===== config.mk =====
export PLATFORM = sky130hd
export DESIGN_NAME = timed_three_axis_step_generator
export DESIGN_NICKNAME = d
export VERILOG_FILES = /design/src/rtl/tsg_pkg.sv /design/src/rtl/tsg_mul.sv /design/src/rtl/tsg_div.sv /design/src/rtl/timed_three_axis_step_generator.sv
export SDC_FILE = /design/constraint.sdc
export NUM_CORES = 2
export LEC_CHECK = 0
export BUFFER_PORTS_ARGS = -buffer_cell sky130_fd_sc_hd__buf_4
export CORE_UTILIZATION = 28
export CTS_CLUSTER_DIAMETER = 30
export DETAILED_ROUTE_END_ITERATION = 10
export GPL_TIMING_DRIVEN = 0
export PLACE_DENSITY = 0.5
export SKIP_LAST_GASP = 1
export SLEW_MARGIN = 20
export SYNTH_ARGS = -nofsm -noshare
export SYNTH_HDL_FRONTEND = slang
export SYNTH_SLANG_ARGS = --single-unit

===== constraint.sdc =====
create_clock -name clk -period 20.6 [get_ports clk]
set_input_delay 2.06 -clock clk [delete_from_list [all_inputs] [get_ports clk]]
set_output_delay 2.06 -clock clk [all_outputs]
set_load 0.005 [all_outputs]

===== src/rtl/tsg_pkg.sv =====
// ----------------------------------------------------------------------------
// tsg_pkg
// Shared widths, codes and sequencer states of the three-axis step generator.
// ----------------------------------------------------------------------------
package tsg_pkg;

  // axis distances and feed rates
  localparam int DIST_W     = 21;
  localparam int RATE_W     = 20;
  localparam int NUM_AXES   = 3;
  localparam int AXIS_IDX_W = 2;

  // time base
  localparam int TICKS_PER_SECOND = 1000000;
  localparam int TPS_W            = 20;
  localparam int TIME_W           = 41;

  // shared multiplier product, divider dividend, error accumulator
  localparam int PROD_W     = DIST_W + RATE_W;
  localparam int DIVD_W     = PROD_W + 1;
  localparam int DIV_CNT_W  = $clog2(DIVD_W + 1);
  localparam int ACC_W      = TIME_W + DIST_W + 2;

  // configuration register indexes
  localparam int CFG_IDX_W = 2;
  localparam logic [CFG_IDX_W-1:0] REG_RATE_X = 2'd0;
  localparam logic [CFG_IDX_W-1:0] REG_RATE_Y = 2'd1;
  localparam logic [CFG_IDX_W-1:0] REG_RATE_Z = 2'd2;
  localparam logic [RATE_W-1:0]    RATE_RESET = 20'd1000;

  // input command codes
  localparam logic CMD_TICK  = 1'b0;
  localparam logic CMD_START = 1'b1;

  // sequencer states
  typedef enum logic [3:0] {
    ST_IDLE,
    ST_LOAD,
    ST_CMP_A,
    ST_CMP_B,
    ST_CMP_C,
    ST_DUR_MUL,
    ST_DUR_DIV,
    ST_DUR_WAIT,
    ST_TICK,
    ST_ACC,
    ST_STEP,
    ST_FIN,
    ST_OUT
  } state_t;

endpackage


===== src/rtl/tsg_mul.sv =====
// ----------------------------------------------------------------------------
// tsg_mul
// Shared registered multiplier, distance by rate, product in the next cycle.
// ----------------------------------------------------------------------------
module tsg_mul (
  input  logic                         clk,
  input  logic [tsg_pkg::DIST_W-1:0]   op_a,
  input  logic [tsg_pkg::RATE_W-1:0]   op_b,
  output logic [tsg_pkg::PROD_W-1:0]   prod_r
);

  // product register
  always_ff @(posedge clk) begin
    prod_r <= tsg_pkg::PROD_W'(op_a) * tsg_pkg::PROD_W'(op_b);
  end

endmodule


===== src/rtl/tsg_div.sv =====
// ----------------------------------------------------------------------------
// tsg_div
// Restoring divider, one quotient bit per cycle, done pulse at the end.
// ----------------------------------------------------------------------------
module tsg_div (
  input  logic                          clk,
  input  logic                          rst_n,
  input  logic                          start,
  input  logic [tsg_pkg::DIVD_W-1:0]    dividend,
  input  logic [tsg_pkg::RATE_W-1:0]    divisor,
  output logic                          done,
  output logic [tsg_pkg::DIVD_W-1:0]    quotient
);

  logic                            busy_r;
  logic                            done_r;
  logic [tsg_pkg::DIV_CNT_W-1:0]   cnt_r;
  logic [tsg_pkg::DIVD_W-1:0]      quo_r;
  logic [tsg_pkg::RATE_W-1:0]      rem_r;
  logic [tsg_pkg::RATE_W-1:0]      dsr_r;

  logic [tsg_pkg::RATE_W:0]        rem_sh;
  logic [tsg_pkg::RATE_W:0]        rem_diff;
  logic                            rem_ge;

  // trial subtract of the divisor from the shifted remainder
  always_comb begin
    rem_sh   = {rem_r, quo_r[tsg_pkg::DIVD_W-1]};
    rem_ge   = rem_sh >= {1'b0, dsr_r};
    rem_diff = rem_sh - {1'b0, dsr_r};
  end

  // iteration control
  always_ff @(posedge clk) begin
    if (!rst_n) begin
      busy_r <= 1'b0;
      done_r <= 1'b0;
      cnt_r  <= '0;
    end else begin
      done_r <= 1'b0;
      if (start) begin
        busy_r <= 1'b1;
        cnt_r  <= tsg_pkg::DIV_CNT_W'(tsg_pkg::DIVD_W);
      end else if (busy_r) begin
        cnt_r <= cnt_r - tsg_pkg::DIV_CNT_W'(1);
        if (cnt_r == tsg_pkg::DIV_CNT_W'(1)) begin
          busy_r <= 1'b0;
          done_r <= 1'b1;
        end
      end
    end
  end

  // dividend shifts out as quotient bits shift in
  always_ff @(posedge clk) begin
    if (start) begin
      quo_r <= dividend;
      rem_r <= '0;
      dsr_r <= divisor;
    end else if (busy_r) begin
      quo_r <= {quo_r[tsg_pkg::DIVD_W-2:0], rem_ge};
      rem_r <= rem_ge ? rem_diff[tsg_pkg::RATE_W-1:0] : rem_sh[tsg_pkg::RATE_W-1:0];
    end
  end

  assign done     = done_r;
  assign quotient = quo_r;

endmodule


===== src/rtl/timed_three_axis_step_generator.sv =====
// Start transaction: the result follows the serial divider that works out the
// move time; refused starts go straight to the output state. Tick while moving:
// one shared 64-bit adder visited twice per axis. Tick while idle goes straight
// to the output state. One transaction at a time; in_ready is high again as the
// result is loaded into the output register.
// Synchronous active-low reset: idle, no move, rates back to 1000 steps/s.
// ----------------------------------------------------------------------------
// timed_three_axis_step_generator
// Three-axis linear move step generator with timed interpolation, driven by
// a small sequencer around a shared multiplier, divider and adder.
// ----------------------------------------------------------------------------
module timed_three_axis_step_generator (
  input  logic                                   clk,
  input  logic                                   rst_n,
  // configuration
  input  logic                                   cfg_we,
  input  logic [tsg_pkg::CFG_IDX_W-1:0]          cfg_index,
  input  logic [tsg_pkg::RATE_W-1:0]             cfg_wdata,
  // input channel
  input  logic                                   in_valid,
  output logic                                   in_ready,
  input  logic                                   in_command,
  input  logic signed [tsg_pkg::DIST_W-1:0]      in_delta_x,
  input  logic signed [tsg_pkg::DIST_W-1:0]      in_delta_y,
  input  logic signed [tsg_pkg::DIST_W-1:0]      in_delta_z,
  // result channel
  output logic                                   out_valid,
  input  logic                                   out_ready,
  output logic                                   out_step_x,
  output logic                                   out_step_y,
  output logic                                   out_step_z,
  output logic                                   out_dir_x,
  output logic                                   out_dir_y,
  output logic                                   out_dir_z,
  output logic                                   out_busy_res,
  output logic                                   out_move_done,
  output logic                                   out_start_refused
);

  localparam int NA = tsg_pkg::NUM_AXES;

  tsg_pkg::state_t                          state_r, state_nxt;
  logic [tsg_pkg::AXIS_IDX_W-1:0]           idx_r;

  logic [tsg_pkg::RATE_W-1:0]               rate_r   [NA];
  logic [tsg_pkg::RATE_W-1:0]               eff_rate [NA];
  logic [tsg_pkg::DIST_W-1:0]               delta_r  [NA];
  logic [tsg_pkg::DIST_W-1:0]               mag      [NA];
  logic                                     dir_in   [NA];

  logic [tsg_pkg::DIST_W-1:0]               dist_r   [NA];
  logic [tsg_pkg::DIST_W-1:0]               steps_r  [NA];
  logic signed [tsg_pkg::ACC_W-1:0]         acc_r    [NA];
  logic                                     dir_r    [NA];
  logic [tsg_pkg::TIME_W-1:0]               dur_r;
  logic [tsg_pkg::TIME_W-1:0]               elapsed_r;
  logic                                     inc_r;
  logic                                     moving_r;

  logic [tsg_pkg::DIST_W-1:0]               ld_r;
  logic [tsg_pkg::RATE_W-1:0]               lr_r;
  logic [tsg_pkg::PROD_W-1:0]               pa_r;

  logic [NA-1:0]                            res_step_r;
  logic                                     res_done_r;
  logic                                     res_refused_r;

  logic                                     out_valid_r;
  logic [NA-1:0]                            out_step_r;
  logic [NA-1:0]                            out_dir_r;
  logic                                     out_busy_r;
  logic                                     out_done_r;
  logic                                     out_refused_r;

  logic [tsg_pkg::DIST_W-1:0]               mul_a;
  logic [tsg_pkg::RATE_W-1:0]               mul_b;
  logic [tsg_pkg::PROD_W-1:0]               mul_prod;
  logic                                     div_start;
  logic                                     div_done;
  logic [tsg_pkg::DIVD_W-1:0]               div_dividend;
  logic [tsg_pkg::DIVD_W-1:0]               div_quot;

  logic signed [tsg_pkg::ACC_W-1:0]         add_b;
  logic signed [tsg_pkg::ACC_W-1:0]         add_sum;
  logic                                     step_fire;
  logic                                     all_done;
  logic                                     any_dist;
  logic                                     out_free;
  logic                                     in_take;

  // effective rates, input magnitudes and direction bits
  always_comb begin
    for (int i = 0; i < NA; i++) begin
      eff_rate[i] = (rate_r[i] == '0) ? tsg_pkg::RATE_W'(1) : rate_r[i];
      mag[i]      = delta_r[i][tsg_pkg::DIST_W-1] ? (~delta_r[i] + tsg_pkg::DIST_W'(1))
                                                  : delta_r[i];
      dir_in[i]   = !delta_r[i][tsg_pkg::DIST_W-1] && (delta_r[i] != '0);
    end
  end

  // move summary flags
  always_comb begin
    all_done = 1'b1;
    any_dist = 1'b0;
    for (int i = 0; i < NA; i++) begin
      if (steps_r[i] != dist_r[i]) all_done = 1'b0;
      if (dist_r[i] != '0)         any_dist = 1'b1;
    end
  end

  // shared adder: add distance on a tick that advances the elapsed count, subtract move time on a step
  always_comb begin
    if (state_r == tsg_pkg::ST_ACC) begin
      add_b = inc_r ? $signed(tsg_pkg::ACC_W'(dist_r[idx_r])) : '0;
    end else begin
      add_b = -$signed(tsg_pkg::ACC_W'(dur_r));
    end
    add_sum   = acc_r[idx_r] + add_b;
    step_fire = (steps_r[idx_r] != dist_r[idx_r]) &&
                !acc_r[idx_r][tsg_pkg::ACC_W-1] && (acc_r[idx_r] != '0);
  end

  assign div_dividend = tsg_pkg::DIVD_W'(mul_prod) + tsg_pkg::DIVD_W'(lr_r)
                        - tsg_pkg::DIVD_W'(1);
  assign out_free     = !out_valid_r || out_ready;
  assign in_take      = in_valid && in_ready;

  // shared units
  tsg_mul u_mul (
    .clk    (clk),
    .op_a   (mul_a),
    .op_b   (mul_b),
    .prod_r (mul_prod)
  );

  tsg_div u_div (
    .clk      (clk),
    .rst_n    (rst_n),
    .start    (div_start),
    .dividend (div_dividend),
    .divisor  (lr_r),
    .done     (div_done),
    .quotient (div_quot)
  );

  // sequencer state register
  always_ff @(posedge clk) begin
    if (!rst_n) begin
      state_r <= tsg_pkg::ST_IDLE;
    end else begin
      state_r <= state_nxt;
    end
  end

  // sequencer next state and unit controls
  always_comb begin
    state_nxt = state_r;
    in_ready  = 1'b0;
    mul_a     = '0;
    mul_b     = '0;
    div_start = 1'b0;
    unique case (state_r)
      tsg_pkg::ST_IDLE: begin
        in_ready = 1'b1;
        if (in_valid) begin
          if (in_command == tsg_pkg::CMD_START) begin
            state_nxt = moving_r ? tsg_pkg::ST_OUT : tsg_pkg::ST_LOAD;
          end else begin
            state_nxt = moving_r ? tsg_pkg::ST_TICK : tsg_pkg::ST_OUT;
          end
        end
      end
      tsg_pkg::ST_LOAD: begin
        state_nxt = tsg_pkg::ST_CMP_A;
      end
      tsg_pkg::ST_CMP_A: begin
        mul_a     = ld_r;
        mul_b     = eff_rate[idx_r];
        state_nxt = tsg_pkg::ST_CMP_B;
      end
      tsg_pkg::ST_CMP_B: begin
        mul_a     = dist_r[idx_r];
        mul_b     = lr_r;
        state_nxt = tsg_pkg::ST_CMP_C;
      end
      tsg_pkg::ST_CMP_C: begin
        state_nxt = (idx_r == tsg_pkg::AXIS_IDX_W'(NA - 1)) ? tsg_pkg::ST_DUR_MUL
                                                             : tsg_pkg::ST_CMP_A;
      end
      tsg_pkg::ST_DUR_MUL: begin
        mul_a     = ld_r;
        mul_b     = tsg_pkg::TPS_W'(tsg_pkg::TICKS_PER_SECOND);
        state_nxt = tsg_pkg::ST_DUR_DIV;
      end
      tsg_pkg::ST_DUR_DIV: begin
        div_start = 1'b1;
        state_nxt = tsg_pkg::ST_DUR_WAIT;
      end
      tsg_pkg::ST_DUR_WAIT: begin
        if (div_done) state_nxt = tsg_pkg::ST_OUT;
      end
      tsg_pkg::ST_TICK: begin
        state_nxt = tsg_pkg::ST_ACC;
      end
      tsg_pkg::ST_ACC: begin
        state_nxt = tsg_pkg::ST_STEP;
      end
      tsg_pkg::ST_STEP: begin
        state_nxt = (idx_r == tsg_pkg::AXIS_IDX_W'(NA - 1)) ? tsg_pkg::ST_FIN
                                                             : tsg_pkg::ST_ACC;
      end
      tsg_pkg::ST_FIN: begin
        state_nxt = tsg_pkg::ST_OUT;
      end
      tsg_pkg::ST_OUT: begin
        if (out_free) state_nxt = tsg_pkg::ST_IDLE;
      end
      default: begin
        state_nxt = tsg_pkg::ST_IDLE;
      end
    endcase
  end

  // feed rate registers
  always_ff @(posedge clk) begin
    if (!rst_n) begin
      for (int i = 0; i < NA; i++) rate_r[i] <= tsg_pkg::RATE_RESET;
    end else if (cfg_we) begin
      unique case (cfg_index)
        tsg_pkg::REG_RATE_X: rate_r[0] <= cfg_wdata;
        tsg_pkg::REG_RATE_Y: rate_r[1] <= cfg_wdata;
        tsg_pkg::REG_RATE_Z: rate_r[2] <= cfg_wdata;
        default: ;
      endcase
    end
  end

  // transaction capture
  always_ff @(posedge clk) begin
    if (in_take) begin
      delta_r[0] <= in_delta_x;
      delta_r[1] <= in_delta_y;
      delta_r[2] <= in_delta_z;
    end
  end

  // move state: distances, steps, error terms, timing
  always_ff @(posedge clk) begin
    if (!rst_n) begin
      for (int i = 0; i < NA; i++) begin
        dist_r[i]  <= '0;
        steps_r[i] <= '0;
        acc_r[i]   <= '0;
        dir_r[i]   <= 1'b0;
      end
      dur_r         <= '0;
      elapsed_r     <= '0;
      inc_r         <= 1'b0;
      moving_r      <= 1'b0;
      idx_r         <= '0;
      res_step_r    <= '0;
      res_done_r    <= 1'b0;
      res_refused_r <= 1'b0;
    end else begin
      unique case (state_r)
        tsg_pkg::ST_IDLE: begin
          if (in_take) begin
            res_step_r    <= '0;
            res_done_r    <= 1'b0;
            res_refused_r <= (in_command == tsg_pkg::CMD_START) && moving_r;
          end
        end
        // latch the new move and seed the longest-axis search with X
        tsg_pkg::ST_LOAD: begin
          for (int i = 0; i < NA; i++) begin
            dist_r[i]  <= mag[i];
            dir_r[i]   <= dir_in[i];
            steps_r[i] <= '0;
            acc_r[i]   <= '0;
          end
          elapsed_r <= '0;
          idx_r     <= tsg_pkg::AXIS_IDX_W'(1);
        end
        tsg_pkg::ST_CMP_C: begin
          idx_r <= idx_r + tsg_pkg::AXIS_IDX_W'(1);
        end
        // move complete at once when every distance is zero
        tsg_pkg::ST_DUR_WAIT: begin
          if (div_done) begin
            dur_r      <= (|div_quot[tsg_pkg::DIVD_W-1:tsg_pkg::TIME_W]) ? '1
                          : div_quot[tsg_pkg::TIME_W-1:0];
            moving_r   <= any_dist;
            res_done_r <= !any_dist;
          end
        end
        // elapsed count stops at the move time
        tsg_pkg::ST_TICK: begin
          inc_r <= elapsed_r < dur_r;
          if (elapsed_r < dur_r) elapsed_r <= elapsed_r + tsg_pkg::TIME_W'(1);
          idx_r <= '0;
        end
        tsg_pkg::ST_ACC: begin
          acc_r[idx_r] <= add_sum;
        end
        tsg_pkg::ST_STEP: begin
          if (step_fire) begin
            acc_r[idx_r]      <= add_sum;
            steps_r[idx_r]    <= steps_r[idx_r] + tsg_pkg::DIST_W'(1);
            res_step_r[idx_r] <= 1'b1;
          end
          idx_r <= idx_r + tsg_pkg::AXIS_IDX_W'(1);
        end
        tsg_pkg::ST_FIN: begin
          if (all_done) begin
            moving_r   <= 1'b0;
            res_done_r <= 1'b1;
          end
        end
        default: ;
      endcase
    end
  end

  // longest-axis search: pa_r = ld * rate_i, compared against dist_i * lr
  always_ff @(posedge clk) begin
    if (state_r == tsg_pkg::ST_LOAD) begin
      ld_r <= mag[0];
      lr_r <= eff_rate[0];
    end else if (state_r == tsg_pkg::ST_CMP_C && pa_r < mul_prod) begin
      ld_r <= dist_r[idx_r];
      lr_r <= eff_rate[idx_r];
    end
    if (state_r == tsg_pkg::ST_CMP_B) pa_r <= mul_prod;
  end

  // output register
  always_ff @(posedge clk) begin
    if (!rst_n) begin
      out_valid_r <= 1'b0;
    end else if (state_r == tsg_pkg::ST_OUT && out_free) begin
      out_valid_r <= 1'b1;
    end else if (out_ready) begin
      out_valid_r <= 1'b0;
    end
  end

  always_ff @(posedge clk) begin
    if (state_r == tsg_pkg::ST_OUT && out_free) begin
      out_step_r    <= res_step_r;
      out_dir_r     <= {dir_r[2], dir_r[1], dir_r[0]};
      out_busy_r    <= moving_r;
      out_done_r    <= res_done_r;
      out_refused_r <= res_refused_r;
    end
  end

  assign out_valid         = out_valid_r;
  assign out_step_x        = out_step_r[0];
  assign out_step_y        = out_step_r[1];
  assign out_step_z        = out_step_r[2];
  assign out_dir_x         = out_dir_r[0];
  assign out_dir_y         = out_dir_r[1];
  assign out_dir_z         = out_dir_r[2];
  assign out_busy_res      = out_busy_r;
  assign out_move_done     = out_done_r;
  assign out_start_refused = out_refused_r;

`ifndef SYNTHESIS
  // no axis ever steps past its distance
  a_steps_bounded: assert property (@(posedge clk) disable iff (!rst_n)
    (steps_r[0] <= dist_r[0]) && (steps_r[1] <= dist_r[1]) && (steps_r[2] <= dist_r[2]))
    else $error("axis step count exceeds its distance");

  // elapsed count never passes the move time between transactions
  a_elapsed_bounded: assert property (@(posedge clk) disable iff (!rst_n)
    (state_r == tsg_pkg::ST_IDLE) |-> (elapsed_r <= dur_r))
    else $error("elapsed count beyond move time");

  // a finished move is never reported as still busy
  a_done_not_busy: assert property (@(posedge clk) disable iff (!rst_n)
    (out_valid_r && out_done_r) |-> !out_busy_r)
    else $error("move done while still busy");

  // a refused start only happens during a running move
  a_refused_busy: assert property (@(posedge clk) disable iff (!rst_n)
    (out_valid_r && out_refused_r) |-> (out_busy_r && (out_step_r == '0)))
    else $error("refused start outside a move");
`endif

endmodule


# == Yosys cells after proc, flatten, opt, wreduce, memory -nomap -nowiden ==
# Memory sizes are Yosys's and may differ from the RTL's. A register that Yosys moved wholly into a read port is not among the register bits.
# Cells that the tools add are included.
# totals
reg_bits,315
latch_bits,0
ram_bits,444
romBits,0
in_bits,91
word_cells,264
mem_count,6
# mem_list
name,depth,width,read_ports,rd_clocked_by_memory_dff,write_ports,line_no,rtl
acc_r,3,64,1,1,3,timed_three_axis_step_generator.sv:53,logic signed [tsg_pkg::ACC_W-1:0] acc_r [NA];
delta_r,3,21,3,0,3,timed_three_axis_step_generator.sv:47,logic [tsg_pkg::DIST_W-1:0] delta_r [NA];
dist_r,3,21,4,1,3,timed_three_axis_step_generator.sv:51,logic [tsg_pkg::DIST_W-1:0] dist_r [NA];
steps_r,3,21,4,1,3,timed_three_axis_step_generator.sv:52,logic [tsg_pkg::DIST_W-1:0] steps_r [NA];
rate_r,3,20,3,0,3,timed_three_axis_step_generator.sv:45,logic [tsg_pkg::RATE_W-1:0] rate_r [NA];
dir_r,3,1,3,3,3,timed_three_axis_step_generator.sv:54,logic dir_r [NA];
# classes
addsub,12
multipliers,1
div_mod_pow,0
order_cmp,6
n_eq_ne,27
shift,0
muxes,114
bitwise,23
n_reduce_logical,50
# op_table
op,n
$mux W64,6
$mux W21,13
$mux W20,11
$reduce_bool A21 Y1,6
$add A21 B1 Y21 const B,4
$mux W42,2
$ne A21 B21 Y1,4
$lt A41 B41 Y1,2
$mux W41,2
$pmux W41 S2,1
$add A64 B64 Y64,1
$neg A41 Y64,1
$reduce_bool A64 Y1,1
$reduce_or A64 Y1,1
$not A21 Y21,3
$logic_not A20 Y1,3
$pmux W20 S3,1
$pmux W4 S13,1
$mux W1,50
$add A41 B20 Y42,1
$pmux W21 S2,1
$sub A42 B1 Y42 const B,1
$add A41 B1 Y41 const B,1
$mul A21 B20 Y41,1
43 further kinds,115

# == Depth between registers and ports, before layout ==
# logic_depth
depth_word,10
depth_mapped,35
mapped_depth_nobuf,32

# == Hierarchy ==
# A second synthesis with hierarchy kept.
# unflattened
cells_unflattened,5865
area_unflattened_um2,60608.1
# modules_own_cells
module,n_inst,cells_each,area_each_um2
timed_three_axis_step_generator,1,3783,40865.4
tsg_mul,1,1663,14948.1
tsg_div,1,419,4794.6

# == Least setup slack after synthesis ==
# No wires, ideal clock.
# synth_timing
path_type,reg2reg
from,register state_r[2]
to,register u_mul.prod_r[35] (netlist name)
setup_time_ns,0.072
arrival_ns,9.018
setup_slack_ns,11.509
path_stages_with_launch,30
period_less_slack_ns,9.091
cell_sequence,dfxtp_1 -> clkbuf_1 -> nor2_1 -> nand3_1 -> inv_2 -> buf_1 -> a22oi_1 -> nor2_1 -> fa_1 -> inv_1 -> fa_1 -> fa_1 -> fa_1 -> inv_1 -> fa_1 -> fa_1 -> inv_1 -> fa_1 -> inv_1 -> ha_1 -> inv_1 -> o21ai_0 -> a2111oi_0 -> o21ai_0 -> a211oi_1 -> nor4_1 -> or3_1 -> a21o_1 -> a21oi_1 -> xnor2_1
# synth_between
elab_chain_cells,4
# synth_rtl
element,line_no,rtl
"start, declared",timed_three_axis_step_generator.sv:42,"tsg_pkg::state_t state_r, state_nxt;"
"start signal, assigned",timed_three_axis_step_generator.sv:149,state_r <= tsg_pkg::ST_IDLE;
"start signal, assigned",timed_three_axis_step_generator.sv:151,state_r <= state_nxt;
$eq A4 B3 Y1 or $eq A4 B2 Y1 (tied branches),timed_three_axis_step_generator.sv:162,unique case (state_r)
$reduce_or A2 Y1 (no line),--,
$pmux W21 S2,timed_three_axis_step_generator.sv:162,
$mul A21 B20 Y41 *,tsg_mul.sv:14,prod_r <= tsg_pkg::PROD_W'(op_a) * tsg_pkg::PROD_W'(op_b);
"end signal, assigned",tsg_mul.sv:14,
"end, declared",tsg_mul.sv:9,output logic [tsg_pkg::PROD_W-1:0] prod_r
# Mark *: on every way between the ends. The rest lies on a longest branch, timed or not.
# A chain may end at the register's enable or synchronous reset.

# == Worst setup path after layout ==
# layout_timing
from,register state_r[1]
to,register u_mul.prod_r[35] (netlist name)
# Same word-level chain as after synthesis.

==> impl_metrics.tcl <==
set metrics [dict create \
    dpl.cell_count 8984 \
    synth_edf_count 682 \
    cellPowerDensity_nw_per_um2 129.7 \
    path_common_cell "fa_1" \
    setup-tns-final_ns 0 \
    worst_path_max_delay_cell "clkbuf_1" \
    postSynthCellCount 6015 \
    vdd_drop_max_mv 0.08370 \
    die_height_um 467.2 \
    hold_path_class "reg -> reg" \
    initial_utilization_pct 28.21 \
    timing.critical_path.required_ns 21.29 \
    timing.max_slew.rel_slack_pct 9.726 \
    finish.net_count 7190 \
    timing.critical_path.from_type "register" \
    number_of_global_route_vias_before_repair 47184 \
    antenna_violations_before_repair 10 \
    worst-endpoint-arrival_ns 12.16 \
    worst_clock_skew_ns 0.06587 \
    detail_route.drc_violations 0 \
    drtIter0Drc 4504 \
    overall_routing_resource_usage_pct 20.01 \
    post_cts_hold_buffer_count 0 \
    worstSetupPathType "reg -> reg" \
    routed-via-count 47558 \
    async_reset_ff_share_pct 0 \
    ff_to_ff_end "u_mul.prod_r[35]$_DFF_P_" \
    netlist_area_um2 60610 \
    area_grow_syn2layout_pct 20.97 \
    cts_made_buffers 220 \
    drv_cap 0 \
    postSynthRegisterBits 849 \
    grt_start_max_net_pins 41 \
    portBuffers 101 \
    clk-insertion-delay-late_ns 0.86 \
    ctsLongestPathBuffers 3 \
    clk_transition_reported_paths_ns 0.05 \
    timing.hold.worst_path_depth 0 \
    grt_remaining_overflow 0 \
    synth_warnings 0 \
    std_cell_rows 170 \
    route.detailed.wl_per_inst_um 23.53 \
    gpl.final_weighted_congestion 0.9667 \
    final.min_clock_period_ns 11.47 \
    drv_slew 0 \
    max_clock_freq_ghz 0.08716 \
    fin_cells 9401 \
    worst_slew_pin_slew_ns 1.354 \
    cellLeakagePower_nw 30.70 \
    netlist_top_cells_area "edfxtp_1, fa_1, ha_1, dfxtp_1, inv_1" \
    maximum_level_of_the_cts_h_tree 4 \
    post_route_cells_drive_above_1_share_pct 11.32 \
    antenna_violating_nets_post_route 0 \
    synth_nets 6836 \
    ff_to_ff_setup_slack_ns 9.13 \
    cts_tree "yes" \
    fp.coreArea_um2 214800 \
    post-synth-top-count-cell "inv_1" \
    grt_setup_unrepaired "no" \
    syn-mean-instance-area_um2 10.08 \
    cts.repair_timing.setup_buffer_count 0 \
    fin_hold_ws_ns 0.4193 \
    final.period_utilization_pct 55.70 \
    grt_pass1_wl_um 320000 \
    dpl.hpwl_um 174500 \
    floorplan.io_pins 102 \
    cp_max_fo 10 \
    finalHoldViolations 0 \
    via_per_inst 5.059 \
    synth_top_cells_by_count "inv_1, nor2_1, edfxtp_1" \
    die_area_um2 218300 \
    worst_hold_startpoint "dir_r[0][1]$_SDFFCE_PN0P_" \
    worst_hold_path.endpoint "out_dir_y$_DFFE_PP_" \
    max_stage_delay_ns 0.74 \
    fill_cells 21849 \
    detail_route.first_pass.iterations 6 \
    synth.lib_cells_used.distinct 102 \
    netlist.area_leader.share_pct 33.79 \
    totalWireLength_um 221200 \
    status "finished clean" \
    most_used_flip_flop_cell_after_synthesis "edfxtp_1" \
    endpoint_kind "register" \
    sequential_area_share_after_synthesis_pct 39.31 \
    crit-reg2reg-launch "state_r[1]$_SDFFE_PN0P_" \
    ff2ff_path_depth 33 \
    cts_resized 0 \
    die_w_um 467.2 \
    dominant_cell_type_by_area_after_synthesis "edfxtp_1" \
    number_of_setup_violations_in_the_final_report 0 \
    clock_sink_count 849 \
    clock_tree.root_cell "clkbuf_16" \
]
-- critical path: cells and delay by family (launching register included) --
kind | cells | cell delay, ns
flops | 1 | 0.34
compound gates | 9 | 2.34
simple gates | 7 | 2.45
fa+ha+maj | 8 | 4.10
xor+xnor | 1 | 0.20
buf+inv | 8 | 1.87
-- cell type report --
type                            instances  area (µm²)  share of cell area [%]
Antenna cell                            2       5.005                0.006827
Multi-Input combinational cell       4179       32970                   44.97
Tap cell                             2838        3551                   4.843
Sequential cell                       849       23820                   32.49
Clock buffer                          249        5694                   7.767
Timing Repair Buffer                  132        1308                   1.783
Buffer                                260        1284                   1.751
Inverter                              727        2731                   3.726
Clock inverter                        165        1949                   2.659
-- worst max path at each step --
stage / from / to / slack [ns]
after CTS: state_r[1]$_SDFFE_PN0P_ / u_mul.prod_r[35]$_DFF_P_ / 9.13
after floorplan: state_r[2]$_SDFFE_PN0P_ / u_mul.prod_r[35]$_DFF_P_ / 11.51
after global routing: state_r[1]$_SDFFE_PN0P_ / u_mul.prod_r[35]$_DFF_P_ / 8.54
final: state_r[1]$_SDFFE_PN0P_ / u_mul.prod_r[35]$_DFF_P_ / 9.13
after global placement: state_r[0]$_SDFFE_PN0P_ / u_mul.prod_r[35]$_DFF_P_ / 8.00
after detailed placement: state_r[1]$_SDFFE_PN0P_ / u_mul.prod_r[35]$_DFF_P_ / 9.22
-- routing by layer --
layer | vias up | part of all wire, % | global-route usage, % | wire length, µm
li1 | 21655 | - | - | -
met1 | 23779 | 44 | 27.27 | 97230
met2 | 1762 | 46 | 31.86 | 101700
met3 | 354 | 6.9 | 3.627 | 15330
met4 | 8 | 3.1 | 6.574 | 6892
met5 | - | 0.024 | 0 | 53
-- cells in the final DEF (no fill, tap or decap), types with 164 or more instances in the layout --
cell,n
dfxtp_1,167
o21ai_0,229
fa_1,341
clkbuf_16,220
a21oi_1,205
ha_1,389
xor2_1,164
nor2_1,693
edfxtp_1,682
xnor2_1,179
clkbuf_1,202
nand2_1,620
inv_1,722
-- flip-flops by register name, indices dropped and copies added (netlist names), 2 cells and up, named ones only --
register        flops
acc_r             256
steps_r            84
delta_r            63
dist_r             63
rate_r             60
u_div.quotient     42
dur_r              41
elapsed_r          41
pa_r               41
u_mul.prod_r       41
ld_r               21
lr_r               20
u_div.dsr_r        20
u_div.rem_r        20
u_div.cnt_r         6
state_r             4
dir_r               3
out_step_r          3
res_step_r          3
idx_r               2
-- cell families (layout without fill, tap and decap cells) --
group / after synthesis / count (layout) / synth area share, %
mux: 167 / 167 / 4.527
buf+inv: 987 / 1533 / 6.606
compound gates: 985 / 985 / 10.61
simple gates: 1954 / 1954 / 14.70
xor+xnor: 343 / 343 / 4.957
other cells: 0 / 2 / 0
flops: 849 / 849 / 39.31
fa+ha+maj: 730 / 730 / 19.29
-- stage by stage --
step | cell area (µm²) | worst slack [ns] | total power, W | util, %
after CTS | 73290 | 9.126 | 0.009523 | 34.11
after global placement | 64910 | 8.003 | 0.005959 | 30.22
final | 73310 | 9.126 | 0.009510 | 34.13
after floorplan | 60610 | 11.51 | 0.004591 | -
after global routing | 73310 | 8.541 | 0.009946 | 34.12
after detailed placement | 65640 | 9.217 | 0.006007 | 30.56
-- power breakdown --
part	internal, W	switching [W]
registers	0.00225	0.000231
logic	0.00114	0.00242
clock network	0.00235	0.00113
total	0.00573	0.00378
(Power assumes the default switching activity.)
